[config.mk]
export PLATFORM = sky130hd
export DESIGN_NAME = uvo_front
export DESIGN_NICKNAME = d
export VERILOG_FILES = /design/src/rtl/uvo_pkg.sv /design/src/rtl/uvo_front.sv
export SDC_FILE = /design/constraint.sdc
export NUM_CORES = 1
export LEC_CHECK = 0
export BUFFER_PORTS_ARGS = -buffer_cell sky130_fd_sc_hd__buf_2
export CAP_MARGIN = 30
export CORE_MARGIN = 5
export CORE_UTILIZATION = 29
export DETAILED_ROUTE_END_ITERATION = 16
export PLACE_DENSITY_LB_ADDON = 0.05
export SYNTH_ARGS = -nofsm -noshare
export SYNTH_HDL_FRONTEND = slang
export SYNTH_SLANG_ARGS = --single-unit
[constraint.sdc]
create_clock -name vclk -period 11
set_input_delay 1.1 -clock vclk [all_inputs]
set_output_delay 1.1 -clock vclk [all_outputs]
set_load 0.005 [all_outputs]
[src/rtl/uvo_pkg.sv]
// Shared types and constants for the orthogonal unit vector block.
// No dependencies.
`default_nettype none

package uvo_pkg;

	localparam int FRAC_BITS = 30;
	localparam int QW        = FRAC_BITS + 2;   // quotient width incl. integer bit and round carry
	localparam int SQ_STEPS  = 32;              // result bits of the 64-bit square root
	localparam int QDEPTH    = 4;
	localparam int QPTR_W    = $clog2(QDEPTH);
	localparam logic [63:0] ONE  = 64'd1 << FRAC_BITS;
	localparam logic [4:0]  NORM_MSB = 5'd30;   // direction vector is scaled up to bit 30

	// index of the replaced component
	localparam logic [1:0] IDX_X = 2'd0;
	localparam logic [1:0] IDX_Y = 2'd1;
	localparam logic [1:0] IDX_Z = 2'd2;

	typedef struct packed {
		logic [1:0] m;
		logic       neg_a;
		logic       neg_b;
		logic       deg;
	} meta_t;

	typedef struct packed {
		logic [31:0] a;
		logic [31:0] b;
		logic [4:0]  sh;
		meta_t       meta;
	} qent_t;

	typedef struct packed {
		logic [31:0] a;
		logic [31:0] b;
		meta_t       meta;
	} side_t;

endpackage

`default_nettype wire

[src/rtl/uvo_front.sv]
// Front end: picks the least component, forms the two nonzero cross product
// magnitudes, their signs and the normalizing shift. Uses uvo_pkg.
`default_nettype none

module uvo_front (
	input  logic [95:0]   tdata,   // w_x, w_y, w_z from bit 0 up
	output uvo_pkg::qent_t ent
);
	import uvo_pkg::*;

	logic signed [31:0] wx, wy, wz;
	logic [31:0] mag_x, mag_y, mag_z, mag_m;
	logic [1:0]  m;
	logic [63:0] wm64;
	logic        fac_neg;
	logic [4:0]  msb;

	assign wx = tdata[31:0];
	assign wy = tdata[63:32];
	assign wz = tdata[95:64];
	assign mag_x = wx[31] ? (~wx + 32'd1) : wx;
	assign mag_y = wy[31] ? (~wy + 32'd1) : wy;
	assign mag_z = wz[31] ? (~wz + 32'd1) : wz;

	// ties go to the later index
	always_comb begin
		m     = IDX_X;
		mag_m = mag_x;
		if (mag_y <= mag_m) begin
			m     = IDX_Y;
			mag_m = mag_y;
		end
		if (mag_z <= mag_m) begin
			m     = IDX_Z;
			mag_m = mag_z;
		end
	end

	always_comb begin
		ent = '0;
		wm64 = '0;
		unique case (m)
			IDX_X: begin
				wm64 = {{32{wx[31]}}, wx};
				ent.a = mag_z;
				ent.meta.neg_a = !wz[31] && (wz != 32'sd0);
				ent.b = mag_y;
				ent.meta.neg_b = wy[31];
			end
			IDX_Y: begin
				wm64 = {{32{wy[31]}}, wy};
				ent.a = mag_z;
				ent.meta.neg_a = wz[31];
				ent.b = mag_x;
				ent.meta.neg_b = !wx[31] && (wx != 32'sd0);
			end
			IDX_Z: begin
				wm64 = {{32{wz[31]}}, wz};
				ent.a = mag_y;
				ent.meta.neg_a = !wy[31] && (wy != 32'sd0);
				ent.b = mag_x;
				ent.meta.neg_b = wx[31];
			end
			default: begin
				wm64 = '0;
			end
		endcase
		// the factor (1.0 - w_m) flips both signs when negative
		fac_neg = $signed(wm64) > $signed(ONE);
		ent.meta.neg_a = ent.meta.neg_a ^ fac_neg;
		ent.meta.neg_b = ent.meta.neg_b ^ fac_neg;
		ent.meta.m     = m;
		ent.meta.deg   = (wm64 == ONE) || ((ent.a == '0) && (ent.b == '0));
		ent.sh         = (msb < NORM_MSB) ? (NORM_MSB - msb) : 5'd0;
	end

	// leading one of the larger lane
	always_comb begin
		logic [31:0] big;
		if (m == IDX_X)
			big = (mag_z > mag_y) ? mag_z : mag_y;
		else if (m == IDX_Y)
			big = (mag_z > mag_x) ? mag_z : mag_x;
		else
			big = (mag_y > mag_x) ? mag_y : mag_x;
		msb = '0;
		for (int i = 0; i < 32; i++) begin
			if (big[i])
				msb = 5'(i);
		end
	end

endmodule

`default_nettype wire

==> results of run 1 <==
[placed cells by master, fill, tap and decap left out, types with 13 or more instances in the layout]
| cell | n |
|---|---|
| a211oi_1 | 18 |
| a21o_1 | 19 |
| a21oi_1 | 109 |
| a31oi_1 | 14 |
| buf_2 | 170 |
| buf_4 | 116 |
| ha_1 | 127 |
| inv_1 | 74 |
| mux2i_1 | 48 |
| nand2_1 | 109 |
| nand2b_1 | 19 |
| nand3_1 | 23 |
| nand4_1 | 31 |
| nor2_1 | 118 |
| nor3_1 | 31 |
| nor4_1 | 28 |
| o21ai_0 | 85 |
| o31ai_1 | 26 |
| or4_1 | 13 |
| xnor2_1 | 33 |
| xor2_1 | 53 |
[through the flow]
stage / worst slack, ns / total power [W] / cells
CTS: 0.05285 / 0.001194 / 1864
detailed placement: -0.06885 / 0.001188 / 1864
global placement: -0.08605 / 0.001192 / 1864
finish: 0.4381 / 0.001216 / 1867
global route: -0.009782 / 0.001328 / 1867
floorplan: 0.07273 / 0.0007021 / 1250
[area by class of cell]
cell class / count / area, µm² / area share [%]
tap: 384 / 480.5 / 4.544
timing repair buffer: 290 / 1793 / 16.96
inverter: 75 / 281.5 / 2.663
multi-input combinational: 1118 / 8018 / 75.83
[worst paths after layout]
kind | slack [ns] | from | to | cells past startpoint
max | 0.44 | tdata[37] | ent[5] | 36
min | 2.62 | tdata[64] | ent[42] | 4
[synthesized netlist by cell type, types with 9 or more instances]
master / count
ha_1: 127
nor2_1: 119
a21oi_1: 110
nand2_1: 110
o21ai_0: 88
inv_1: 74
xor2_1: 54
mux2i_1: 49
clkbuf_1: 34
nor4_1: 33
xnor2_1: 33
nor3_1: 32
nand4_1: 31
o31ai_1: 28
nand3_1: 23
a21o_1: 19
nand2b_1: 19
a211oi_1: 18
or4_1: 17
a31oi_1: 15
o41ai_1: 15
buf_2: 12
o211ai_1: 12
o21a_1: 11
or3_1: 11
nor2b_1: 10
and3_1: 9
mux2_2: 9
or2_2: 9
[routing by layer]
metal,vias to the layer above,routed length [µm]
li1,5207,-
met1,4963,18500
met2,308,20250
met3,76,1576
met4,0,2234
met5,-,0
[what timing repair did]
action | 4_1_cts | 5_1_grt
setup endpoints to repair | 1 | 6
pin swaps | 0 | 13
hold endpoints to repair | 0 | 0
setup buffers | 0 | 3
resized for setup | 1 | 31
[power groups by stage]
| stage | sequential, W | clock, W | combinational (W) |
|---|---|---|---|
| after CTS | 0 | 0 | 0.00119 |
| after floorplan | 0 | 0 | 0.000702 |
| after detailed placement | 0 | 0 | 0.00119 |
| final | 0 | 0 | 0.00122 |
| after global routing | 0 | 0 | 0.00133 |
| after global placement | 0 | 0 | 0.00119 |
[worst min-delay path, cell delays in order]
cell     delay (ns)
buf_2          0.09
nand2_1        0.04
o21ai_0        0.14
buf_2          0.15
[cells by family after synthesis]
family                     after synthesis  synth area share (%)
xor gates and xnor gates                87                 9.111
adders and majority gates              129                 19.24
and+or+nand+nor                        452                 27.71
AOI/OAI and AO/OA                      392                 30.49
muxes                                   58                 7.077
buffers and inverters                  132                 6.373
==> impl_metrics.yaml, run 1 <==
status:
  status: "completed"
worst_setup_path:
  setup.worst_path.start_class: "input pin"
  required_ns: 9.90
  cp_top_family: "simple AND/OR/NAND/NOR gates"
  worstSetupPathType: "in2out"
  crit_slowest_cell: "or4_4"
  crit_fanout: 32
  slowest_delay_ns: 0.55
  crit_buf_inv: 8
  worstPathArrival_ns: 9.46
  endpoint_kind: "output pin"
sta:
  clock.fmax_ghz: 0.09468
  worstMarginPinSlew_ns: 0.8799
  final_hold_viol_count: 0
  drv_slew: 0
  setup_viol: 0
  fin_crit_sh_pct: 96.02
  period_minus_slack_ns: 10.56
  finalSetupTns_ns: 0
  timing.slew.headroom_pct: 40.92
  hold_slack_ns: 2.621
detailed_routing:
  firstDrtPassIters: 5
  drc: 0
  wirelength_um: 42570
  via_per_inst: 5.653
  wl_per_cell_um: 22.80
  via_count: 10550
  ant_nets: 0
  drtIter0Drc: 690
floorplanning:
  coreArea_mm2: 0.02863
  start_util_pct: 29.22
  die_y_um: 179.8
  rows: 62
  io_pins: 170
  chipWidth_um: 179.8
  die-area_mm2: 0.03233
global_route:
  antenna_found_initial: 0
  grt-busiest-layer: "met2"
  met3_usage_pct: 1.354
  overflow: 0
  use_met2_pct: 42.36
  grt.total_usage_pct: 24.46
  grt_pass1_vias: 10100
  met1_usage_pct: 31.55
  grt_max_degree: 61
  grt_pass1_wl_um: 62690
layout:
  n_sequential_cell: 0
  syn_to_final_growth_pct: 26.42
  design_area_mm2: 0.01057
  finish.net_count: 1708
  nClkBuffers: 0
  drive_gt1_share_pct: 23.67
  seqCellArea_um2: 0
  antennaDiodeCount: 0
  finish.utilization_pct: 36.94
  fill_cells: 3239
synth:
  syn_avg_cell_area_um2: 6.690
  synth_area_mm2: 0.008363
  yosys_warnings: 0
  yosysTopAreaCellShare_pct: 19.00
  ys_seq_area_share_pct: 0
  synthTopCellsByArea: "ha_1 (19%), a21oi_1 (6.6%), mux2i_1 (5.9%), xor2_1 (5.7%), nor2_1 (5.3%)"
  syn_nets: 1473
  synth.distinct_cells: 79
  synthCells: 1250
  synth_top_area_cell: "ha_1"
pwr:
  switching_share_pct: 61.03
  max-vdd-ir-drop_v: 0.00008660
  seqPwrFrac_pct: 0
  p_clk_share_pct: 0
  p_int_w: 0.0004740
  switching_power_w: 0.0007423
  comb_power_share_pct: 100.0
  total_leakage_power_nw: 4.897
  powerDensity_mw_per_mm2: 115.0
place:
  gp_congestion: 0.9868
  dpl_cell_area_mm2: 0.01038
  port-buffer-count: 170
  hpwlAfterDp_um: 36580
run:
  max-cap-violations: 0
worst_hold_path:
  hold_path.class: "in2out"
clock_tree:
  hold_buffers: 0
No activity file was read; power rests on OpenSTA's default activity.
==> run 2, diff against run 1 <==
--- a/config.mk
+++ b/config.mk
@@ -5,11 +5,12 @@
 export SDC_FILE = /design/constraint.sdc
 export NUM_CORES = 1
 export LEC_CHECK = 0
-export BUFFER_PORTS_ARGS = -buffer_cell sky130_fd_sc_hd__buf_2
+export ABC_AREA = 0
 export CAP_MARGIN = 30
 export CORE_MARGIN = 5
 export CORE_UTILIZATION = 29
 export DETAILED_ROUTE_END_ITERATION = 16
+export DONT_BUFFER_PORTS = 1
 export PLACE_DENSITY_LB_ADDON = 0.05
 export SYNTH_ARGS = -nofsm -noshare
 export SYNTH_HDL_FRONTEND = slang
==> run 2 against run 1 <==
Against the previous run: utilization down 2.6 points; worst hold slack worse by 0.18 ns; final area down 7.0%; global-route usage about the same; final cell count down 8.2%; first-iteration DRC count up 0.14%.
==> impl_metrics.yaml, run 2 (synthesized netlist as in run 1, its figures left out) <==
worst_setup_path:
  worstSetupPathType: "in2out"
  slowest_delay_ns: 0.56
  crit_slowest_cell: "or4_4"
  required_ns: 9.90
  crit_fanout: 34
  worstPathArrival_ns: 9.40
  endpoint_kind: "output pin"
  setup.worst_path.start_class: "input pin"
sta:
  finalSetupTns_ns: 0
  clock.fmax_ghz: 0.09525
  rsz0062_at_grt: "false"
  fin_crit_sh_pct: 95.44
  final_hold_viol_count: 0
  setup_slack_ns: 0.5013
  worstMarginPinSlew_ns: 0.9571
  timing.slew.headroom_pct: 35.73
  period_minus_slack_ns: 10.50
  setup_viol: 0
  drv_slew: 0
layout:
  mostFrequentLayoutCells: "buf_4 (130), ha_1 (127), nor2_1 (118)"
  nClkBuffers: 0
  layout_commonest_cell: "buf_4"
  finish.net_count: 1554
  drive_gt1_share_pct: 14.37
  n_sequential_cell: 0
  seqCellArea_um2: 0
  finish.utilization_pct: 34.34
  antennaDiodeCount: 0
  syn_to_final_growth_pct: 17.55
floorplanning:
  rows: 62
  coreArea_mm2: 0.02863
  die_y_um: 179.8
  die-area_mm2: 0.03233
  start_util_pct: 29.22
  chipWidth_um: 179.8
  io_pins: 170
detailed_routing:
  via_per_inst: 5.823
  wl_per_cell_um: 24.73
  ant_nets: 0
  via_count: 9974
  firstDrtPassIters: 6
  drc: 0
  wirelength_um: 42360
  drtIter0Drc: 691
pwr:
  p_clk_share_pct: 0
  max-vdd-ir-drop_v: 0.0001061
  powerDensity_mw_per_mm2: 115.3
  p_int_w: 0.0004300
  comb_power_share_pct: 100.0
  total_power_w: 0.001134
  switching_share_pct: 62.07
  seqPwrFrac_pct: 0
  switching_power_w: 0.0007037
  total_leakage_power_nw: 4.304
place:
  gp_congestion: 0.9493
  hpwlAfterDp_um: 36260
  port-buffer-count: 0
  dpl_worst_slack_ns: 0.001228
worst_hold_path:
  hold_path.class: "in2out"
global_route:
  antenna_found_initial: 0
  grt.total_usage_pct: 24.43
  overflow: 0
  grt_pass1_vias: 9850
  grt_max_degree: 61
  grt_pass1_wl_um: 62440
run:
  max-cap-violations: 0
status:
  status: "completed"
[run 2: timing repair]
item / 4_1_cts / 5_1_grt
setup buffers: 0 / 6
hold buffers: 0 / 0
resized for setup: 1 / 23
pin swaps: 0 / 6
cloned: 0 / 0
endpoints found under the setup margin: 1 / 6
[run 2: layout make-up]
class	count	area, µm²
Multi-Input combinational cell	1118	7981
Timing Repair Buffer	136	1087
Tap cell	384	480.5
Fill cell	3196	18790
Inverter	75	281.5
[run 2: final timing paths]
kind,cells past startpoint,startpoint,end
worst max-delay path,34,tdata[3],ent[5]
worst min-delay path,2,tdata[31],ent[1]
[run 2: power by group through the flow]
| stage | logic, W | clock network, W | registers [W] |
|---|---|---|---|
| 2_1_floorplan | 0.000702 | 0 | 0 |
| 3_3_place_gp | 0.00112 | 0 | 0 |
| 3_5_place_dp | 0.00111 | 0 | 0 |
| 4_1_cts | 0.00112 | 0 | 0 |
| 5_1_grt | 0.00124 | 0 | 0 |
| 6_report | 0.00113 | 0 | 0 |
[run 2: per-layer routing]
metal	vias to the layer above	GRT usage (%)	wire, µm
met4	0	8.138	1700
met3	71	2.648	2189
met5	-	0	0
met2	317	44.08	20950
met1	4690	30.20	17520
li1	4896	-	-
[run 2: metrics by stage]
step / instance area (µm²) / hold slack (ns) / instances
after floorplan: 8369 / 2.329 / 1250
after global placement: 9648 / 2.437 / 1706
after detailed placement: 9656 / 2.438 / 1707
after CTS: 9662 / 2.438 / 1707
after global routing: 9831 / 2.473 / 1713
final: 9831 / 2.440 / 1713
[run 2: critical path, delay by kind of cell]
kind	cells	cell delay, ns
AO/OA/AOI/OAI	9	1.81
XOR/XNOR	1	0.16
adder cells (fa/ha/maj)	4	1.27
buffers and inverters	4	0.58
multiplexers	2	0.42
AND/OR/NAND/NOR	14	4.08
