## config.mk

```make
export PLATFORM = sky130hd
export DESIGN_NAME = uvo_queue
export DESIGN_NICKNAME = d
export VERILOG_FILES = /design/src/rtl/uvo_pkg.sv /design/src/rtl/uvo_queue.sv
export SDC_FILE = /design/constraint.sdc
export NUM_CORES = 1
export LEC_CHECK = 0
export BUFFER_PORTS_ARGS = -buffer_cell sky130_fd_sc_hd__buf_2
export CAP_MARGIN = 25
export CORE_ASPECT_RATIO = 1.2
export CORE_UTILIZATION = 51
export DETAILED_ROUTE_END_ITERATION = 16
export GPL_ROUTABILITY_DRIVEN = 1
export PLACE_DENSITY = 0.77
export SLEW_MARGIN = 20
export SYNTH_ARGS = -nofsm -noshare
export SYNTH_HDL_FRONTEND = slang
export SYNTH_SLANG_ARGS = --single-unit
```

## constraint.sdc

```tcl
create_clock -name clk -period 2.8 [get_ports clk]
set_input_delay 0.42 -clock clk [delete_from_list [all_inputs] [get_ports clk]]
set_output_delay 0.42 -clock clk [all_outputs]
set_load 0.02 [all_outputs]
```

## src/rtl/uvo_pkg.sv

```systemverilog
// Shared types and constants for the orthogonal unit vector block.
// No dependencies.
`default_nettype none

package uvo_pkg;

	localparam int FRAC_BITS = 30;
	localparam int QW        = FRAC_BITS + 2;   // quotient width incl. integer bit and round carry
	localparam int SQ_STEPS  = 32;              // result bits of the 64-bit square root
	localparam int QDEPTH    = 4;
	localparam int QPTR_W    = $clog2(QDEPTH);
	localparam logic [63:0] ONE  = 64'd1 << FRAC_BITS;
	localparam logic [4:0]  NORM_MSB = 5'd30;   // direction vector is scaled up to bit 30

	// index of the replaced component
	localparam logic [1:0] IDX_X = 2'd0;
	localparam logic [1:0] IDX_Y = 2'd1;
	localparam logic [1:0] IDX_Z = 2'd2;

	typedef struct packed {
		logic [1:0] m;
		logic       neg_a;
		logic       neg_b;
		logic       deg;
	} meta_t;

	typedef struct packed {
		logic [31:0] a;
		logic [31:0] b;
		logic [4:0]  sh;
		meta_t       meta;
	} qent_t;

	typedef struct packed {
		logic [31:0] a;
		logic [31:0] b;
		meta_t       meta;
	} side_t;

endpackage

`default_nettype wire

```

## src/rtl/uvo_queue.sv

```systemverilog
// Short queue between front and back end; each side stalls on its own.
// Uses uvo_pkg.
`default_nettype none

module uvo_queue (
	input  logic           clk,
	input  logic           arst_n,
	input  logic           push,
	input  uvo_pkg::qent_t din,
	input  logic           pop,
	output uvo_pkg::qent_t dout,
	output logic           full,
	output logic           empty
);
	import uvo_pkg::*;

	qent_t                mem_q [0:QDEPTH-1];
	logic [QPTR_W-1:0]    wr_q, rd_q;
	logic [QPTR_W:0]      cnt_q;

	assign full  = (cnt_q == (QPTR_W+1)'(QDEPTH));
	assign empty = (cnt_q == '0);
	assign dout  = mem_q[rd_q];

	always_ff @(posedge clk) begin
		if (push)
			mem_q[wr_q] <= din;
	end

	always_ff @(posedge clk or negedge arst_n) begin
		if (!arst_n) begin
			wr_q  <= '0;
			rd_q  <= '0;
			cnt_q <= '0;
		end else begin
			if (push)
				wr_q <= wr_q + 1'b1;
			if (pop)
				rd_q <= rd_q + 1'b1;
			cnt_q <= cnt_q + (QPTR_W+1)'(push) - (QPTR_W+1)'(pop);
		end
	end

endmodule

`default_nettype wire

```

==> results.md, run 1 <==
* Min-delay worst type: input port to flop
* Worst setup EP type: output port
* First DRT Iteration DRCs at 339
* Period utilization at 0.904
* CTS tree: done
* CTS Sinks at 303
* Largest net degree at the start of global routing at 44
* Reg area at 0.00907 sq mm
* Avg Synthesized Cell Area at 26.4 sq um
* Starting Density at 0.524
* PwrDens at 1100 mW/mm^2
* Congestion Overflow GR at 0
* Crit Path Class: flop to output port
* FF-to-FF End: mem_q[2][47]$_DFFE_PP_
* Die W at 137 um
* Worst-Margin Slew at 0.545 ns
* CTS Root Cell: clkbuf_16
* Pre-CTS setup slack at 0.793 ns
* ANT cells at 0
* # Post-CTS Setup Buffers at 0
* Synthesized area at 0.0111 sq mm
* Register area share after synthesis at 0.816
* Crit start category: flop
* Vias in the first global route at 5278
* Area Growth Syn to Fin at 18.6%
* RSZ-0062 raised after global routing: false
* Core area at 0.0212 sq mm
* DR WL/cell at 21.5 um
* Max Cap Viol at 0
* Leak Pwr at 4.54 nW
* Placed cells at 839
* Die Area at 0.0224 sq mm
* Global-route wire length before repair at 29300 um
* Seq cells post-synth at 303
* Largest cells by area after synthesis: edfxtp_1 (80%), mux4_2 (15%), dfrtp_1 (1.6%)
* Port-buffer cells at 153
* CP endpoint: dout[61]
* Drt first pass iters at 4
* Reg-to-reg slack, setup at 0.97 ns
* Post-Syn Nets at 506
* Drt drc at 0
* Final hold vios at 0
* Initial antenna violation count at 1
* Filler cells at 1453
* Worst reg2reg path depth at 4
* Yosys top cell area share at 0.800
* Cells after Synth at 421
* Worst setup margin at 0.270 ns
* WP data required at 2.38 ns
* Post-CTS Resized at 0
* Layout cells sized above 1 at 0.461
* NumNets Final at 686
* Min cycle time layout at 2.53 ns
* Area taken by multi-input logic gates at 0.00186 sq mm
* Number of CTS-inserted buffers at 29
* Row count at 58
* Worst path arrival time at 2.11 ns
* Worst-skew pair later-pin latency at 0.54 ns
* CP Max Fanout at 25
* Syn. warnings at 0
* Die span in y at 164 um
* Worst setup startpoint: rd_q[1]$_DFFE_PN0P_
* Setup Viol. Count Final at 0
* Clock Skew at 0.0100 ns
* CTS Buffer Depth at 3
* Total negative slack at 0 ns
* Vias per inst at 5.53
* Synth cell types at 18
* Final ANT Viol Nets at 0
* Via count at 4923
* Status: completed
* GPL Wtd Cong at 0.693
* Peak VDD IR at 706 uV
* Max Slew Vio Count at 0
* Fmax at 0.395 GHz
* CTS HTree Levels at 1
* Ports at 154
* Hold Buf Count CTS at 1
* WL final at 19200 um
* HPWL after DPL at 11700 um
* Gr usage total at 0.177
* Non-filler cells, final at 891
* CTS clk-pin slew, worst paths at 0.07 ns
* Hold Slack at 0.0977 ns
* Area leader, netlist: edfxtp_1
* Reg-to-reg critical path startpoint: wr_q[0]$_DFFE_PN0P_
* Overall Power at 14.5 mW
* Rel. slew slack at 0.637
## flip-flops by register name (all words and copies together) (netlist names)
name,flops
mem_q,296
cnt_q,3
rd_q,2
wr_q,2
## final cells by class
cell class,instances,share of cell area
clock buffers,35,0.0568
clock inverters,16,0.0145
well taps,270,0.0256
repair buffers,166,0.0714
flip-flops and latches,303,0.688
inverters,6,0.00171
multi-input cells,95,0.141
## critical path, stage by stage, from the launching register on
cell,delay [ns]
dfrtp_4,0.68
buf_4,0.35
mux4_2,0.35
buf_2,0.18
## per-layer routing
layer	up-vias	GRT usage	wire, um
met5	-	0	13
li1	2163	-	-
met2	155	0.305	10100
met1	2575	0.233	7750
met4	2	0.0515	346
met3	28	0.0309	977
## how the worst min path moves through the flow
| stage | startpoint | endpoint | slack [ns] | cells past startpoint |
|---|---|---|---|---|
| after floorplan | arst_n | cnt_q[0]$_DFF_PN0_ | 0.12 | 0 |
| after global placement | arst_n | cnt_q[0]$_DFF_PN0_ | 0.28 | 1 |
| after detailed placement | arst_n | cnt_q[1]$_DFF_PN0_ | 0.28 | 1 |
| after CTS | din[31] | mem_q[3][31]$_DFFE_PP_ | 0.07 | 1 |
| after global routing | din[26] | mem_q[3][26]$_DFFE_PP_ | 0.07 | 1 |
| final | din[30] | mem_q[3][30]$_DFFE_PP_ | 0.1 | 1 |
## cells in the mapped netlist
| library cell | instances |
|---|---|
| and2_1 | 4 |
| and3_1 | 1 |
| buf_12 | 5 |
| buf_2 | 6 |
| buf_4 | 3 |
| buf_6 | 1 |
| clkbuf_1 | 2 |
| dfrtp_1 | 7 |
| edfxtp_1 | 296 |
| fa_1 | 1 |
| ha_1 | 6 |
| inv_1 | 6 |
| mux4_2 | 74 |
| nand2_1 | 2 |
| nor3_1 | 1 |
| o21ai_0 | 1 |
| xnor2_1 | 2 |
| xor2_1 | 3 |
## cell usage in the layout, fill, tap and decap left out
cell type,n
and2_4,4
and3_1,1
buf_12,6
buf_2,153
buf_4,6
bufinv_16,4
clkbuf_1,6
clkbuf_16,29
clkinv_1,4
clkinv_2,3
clkinvlp_4,2
dfrtp_1,5
dfrtp_4,2
dlygate4sd3_1,1
edfxtp_1,296
fa_1,1
ha_1,6
inv_1,6
inv_6,3
mux4_2,74
nand2_1,2
nor3_1,1
o21ai_0,1
xnor2_1,2
xor2_1,3
## metrics by stage
stage / area (sq um) / util
after detailed placement: 12200 / 0.577
after global routing: 13200 / 0.622
after floorplan: 11100 / -
final: 13200 / 0.622
after CTS: 13200 / 0.622
after global placement: 12200 / 0.577
## logic make-up (layout without fill, tap and decap cells)
family,after synthesis,in the layout,share of synthesized area
muxes,74,74,0.150
and+or+nand+nor,8,8,0.00394
buffers and inverters,23,223,0.0175
AOI/OAI and AO/OA,1,1,0.000450
adders and majority gates,7,7,0.00856
xor gates and xnor gates,5,5,0.00394
DFF,303,303,0.816
## power by group
group	total, mW	internal [mW]	switching, mW
logic	4.41	1.85	2.55
registers	6.22	5.94	0.278
clock network	3.85	2.27	1.58
Power figures use the tool's default switching activity.
==> inputs of run 2 (changes only) <==
--- a/config.mk
+++ b/config.mk
@@ -5,13 +5,13 @@
 export SDC_FILE = /design/constraint.sdc
 export NUM_CORES = 1
 export LEC_CHECK = 0
-export BUFFER_PORTS_ARGS = -buffer_cell sky130_fd_sc_hd__buf_2
+export BUFFER_PORTS_ARGS = -buffer_cell sky130_fd_sc_hd__buf_4
 export CAP_MARGIN = 25
 export CORE_ASPECT_RATIO = 1.2
-export CORE_UTILIZATION = 51
+export CORE_UTILIZATION = 40
 export DETAILED_ROUTE_END_ITERATION = 16
 export GPL_ROUTABILITY_DRIVEN = 1
-export PLACE_DENSITY = 0.77
+export PLACE_DENSITY = 0.63
 export SLEW_MARGIN = 20
 export SYNTH_ARGS = -nofsm -noshare
 export SYNTH_HDL_FRONTEND = slang
==> results.md, run 2 (same netlist as run 1, synthesis figures left out) <==
* Status: completed
* Ports at 154 (unchanged)
* Max Slew Vio Count at 0 (unchanged)
* Die span in y at 185 um (+13%)
* Filler cells at 2140 (+47%)
* WL final at 20300 um (+5.9%)
* Pre-CTS setup slack at 0.679 ns (-0.114 ns)
* Worst-skew pair later-pin latency at 0.54 ns (about the same)
* Vias per inst at 5.13 (-7.1%)
* Largest net degree at the start of global routing at 52 (+18%)
* Gr usage total at 0.144 (-0.0333)
* Port-buffer cells at 153 (unchanged)
* Hold Slack at 0.0798 ns (-0.0179 ns)
* Crit start category: flop
* Min cycle time layout at 2.62 ns (+0.0905 ns)
* CTS HTree Levels at 1 (unchanged)
* Setup Viol. Count Final at 0 (unchanged)
* ANT cells at 0 (unchanged)
* Peak VDD IR at 698 uV (-1.2%)
* Core area at 0.0272 sq mm (+28%)
* Fmax at 0.382 GHz (-3.5%)
* CTS Sinks at 303 (unchanged)
* Max Cap Viol at 0 (unchanged)
* Min-delay worst type: input port to flop
* Initial antenna violation count at 0 (-1)
* Most frequent cells in the layout: edfxtp_1 (296), buf_4 (159), mux4_2 (74), clkbuf_16 (31), clkbuf_1 (11)
* DR WL/cell at 21.0 um (-2.2%)
* Congestion Overflow GR at 0 (unchanged)
* Row count at 66 (+14%)
* Final hold vios at 0 (unchanged)
* Biggest register: mem_q
* CTS Root Cell: clkbuf_16
* First DRT Iteration DRCs at 224 (-34%)
* CTS clk-pin slew, worst paths at 0.06 ns (about the same)
* PwrDens at 1090 mW/mm^2 (-0.66%)
* WP data required at 2.38 ns (about the same)
* Starting Density at 0.409 (-0.115)
* Drt first pass iters at 5 (+1)
* Vias in the first global route at 5470 (+3.6%)
* RSZ-0062 raised after global routing: false
* CP Max Fanout at 25 (unchanged)
* Worst-Margin Slew at 0.527 ns (-0.0179 ns)
* Max FFs per register at 296 (unchanged)
* Crit Path Class: flop to output port
* Rel. slew slack at 0.649 (+0.0119)
* Worst setup margin at 0.180 ns (-0.0905 ns)
* Period utilization at 0.936 (+0.0323)
* Post-CTS Resized at 0 (unchanged)
* Clock Skew at 0.00688 ns (-0.00313 ns)
* Die W at 154 um (+13%)
* Commonest non-fill, non-tap cell in the layout: edfxtp_1
* Number of CTS-inserted buffers at 30 (+3.4%)
* Leak Pwr at 4.67 nW (+2.9%)
* Reg-to-reg slack, setup at 1.13 ns (+0.16 ns)
* Total negative slack at 0 ns (unchanged)
* Global-route wire length before repair at 30800 um (+5.4%)
* Drt drc at 0 (unchanged)
* Area Growth Syn to Fin at 22.8%
* Worst setup EP type: output port
* Die Area at 0.0285 sq mm (+27%)
* HPWL after DPL at 12200 um (+4.3%)
* NumNets Final at 687 (+0.15%)
* Via count at 4954 (+0.63%)
* Worst path arrival time at 2.20 ns (+0.09 ns)
* GPL Wtd Cong at 0.700 (+1.1%)
* Registers with the most flip-flops: mem_q: 296 flops, cnt_q: 3 flops
* CTS tree: done
* Final ANT Viol Nets at 0 (unchanged)
* CTS Buffer Depth at 3 (unchanged)
* Layout cells sized above 1 at 0.454 (-0.00615)
-- run 2: cell count changes in the layout (fill, tap and decap cells not counted) --
cell | before | now
clkinv_2 | 3 | 2
clkbuf_8 | 0 | 3
buf_2 | 153 | 0
clkbuf_16 | 29 | 31
clkbuf_1 | 6 | 11
clkinvlp_4 | 2 | 1
bufinv_16 | 4 | 1
inv_6 | 3 | 1
clkinv_1 | 4 | 5
buf_4 | 6 | 159
-- run 2: per-layer routing --
layer,track usage,routed length (um),share of wire
met5,0,0,0
met4,0.0448,394,0.019
met3,0.0320,1160,0.057
met2,0.255,10700,0.53
met1,0.176,8050,0.40
-- run 2: where the power goes --
part	internal, mW	switching (mW)
Clock	2.20	1.55
Sequential	5.94	0.272
Combinational	2.27	2.66
-- run 2: timing repair --
item | in CTS | in global routing
endpoints found under the hold margin | 7 | 0
setup buffers | 0 | 0
hold buffers | 1 | 0
-- run 2: critical path: stages, from the launching register on --
cell     delay (ns)
dfrtp_4        0.42
buf_4          0.45
mux4_2         0.60
buf_4          0.18
-- run 2: final timing paths --
| check | startpoint | end | cells after the start |
|---|---|---|---|
| setup / recovery | rd_q[0]$_DFFE_PN0P_ | dout[26] | 3 |
| hold / removal | din[20] | mem_q[0][20]$_DFFE_PP_ | 1 |
| setup reg to reg | wr_q[0]$_DFFE_PN0P_ | mem_q[2][15]$_DFFE_PP_ | 4 |
| hold reg to reg | wr_q[0]$_DFFE_PN0P_ | wr_q[0]$_DFFE_PN0P_ | 1 |
| max in group asynchronous | arst_n | rd_q[1]$_DFFE_PN0P_ | 2 |
| min in group asynchronous | arst_n | rd_q[0]$_DFFE_PN0P_ | 2 |
-- run 2: cell type report --
| type | count | area (sq um) | area share |
|---|---|---|---|
| inverters | 6 | 22.5 | 0.00165 |
| clock buffers | 45 | 858 | 0.0629 |
| flip-flops and latches | 303 | 9070 | 0.665 |
| multi-input cells | 95 | 1860 | 0.137 |
| well taps | 340 | 425 | 0.0312 |
| clock inverters | 10 | 75.1 | 0.00550 |
| repair buffers | 166 | 1320 | 0.0970 |
-- run 2: stage by stage --
step / total power, mW / util / std cells / area [sq um]
after detailed placement: 11.4 / 0.467 / 909 / 12700
after global placement: 11.3 / 0.467 / 909 / 12700
after global routing: 15.6 / 0.502 / 965 / 13600
after CTS: 15.2 / 0.502 / 965 / 13600
final: 14.9 / 0.502 / 965 / 13600
after floorplan: 9.52 / - / 421 / 11100
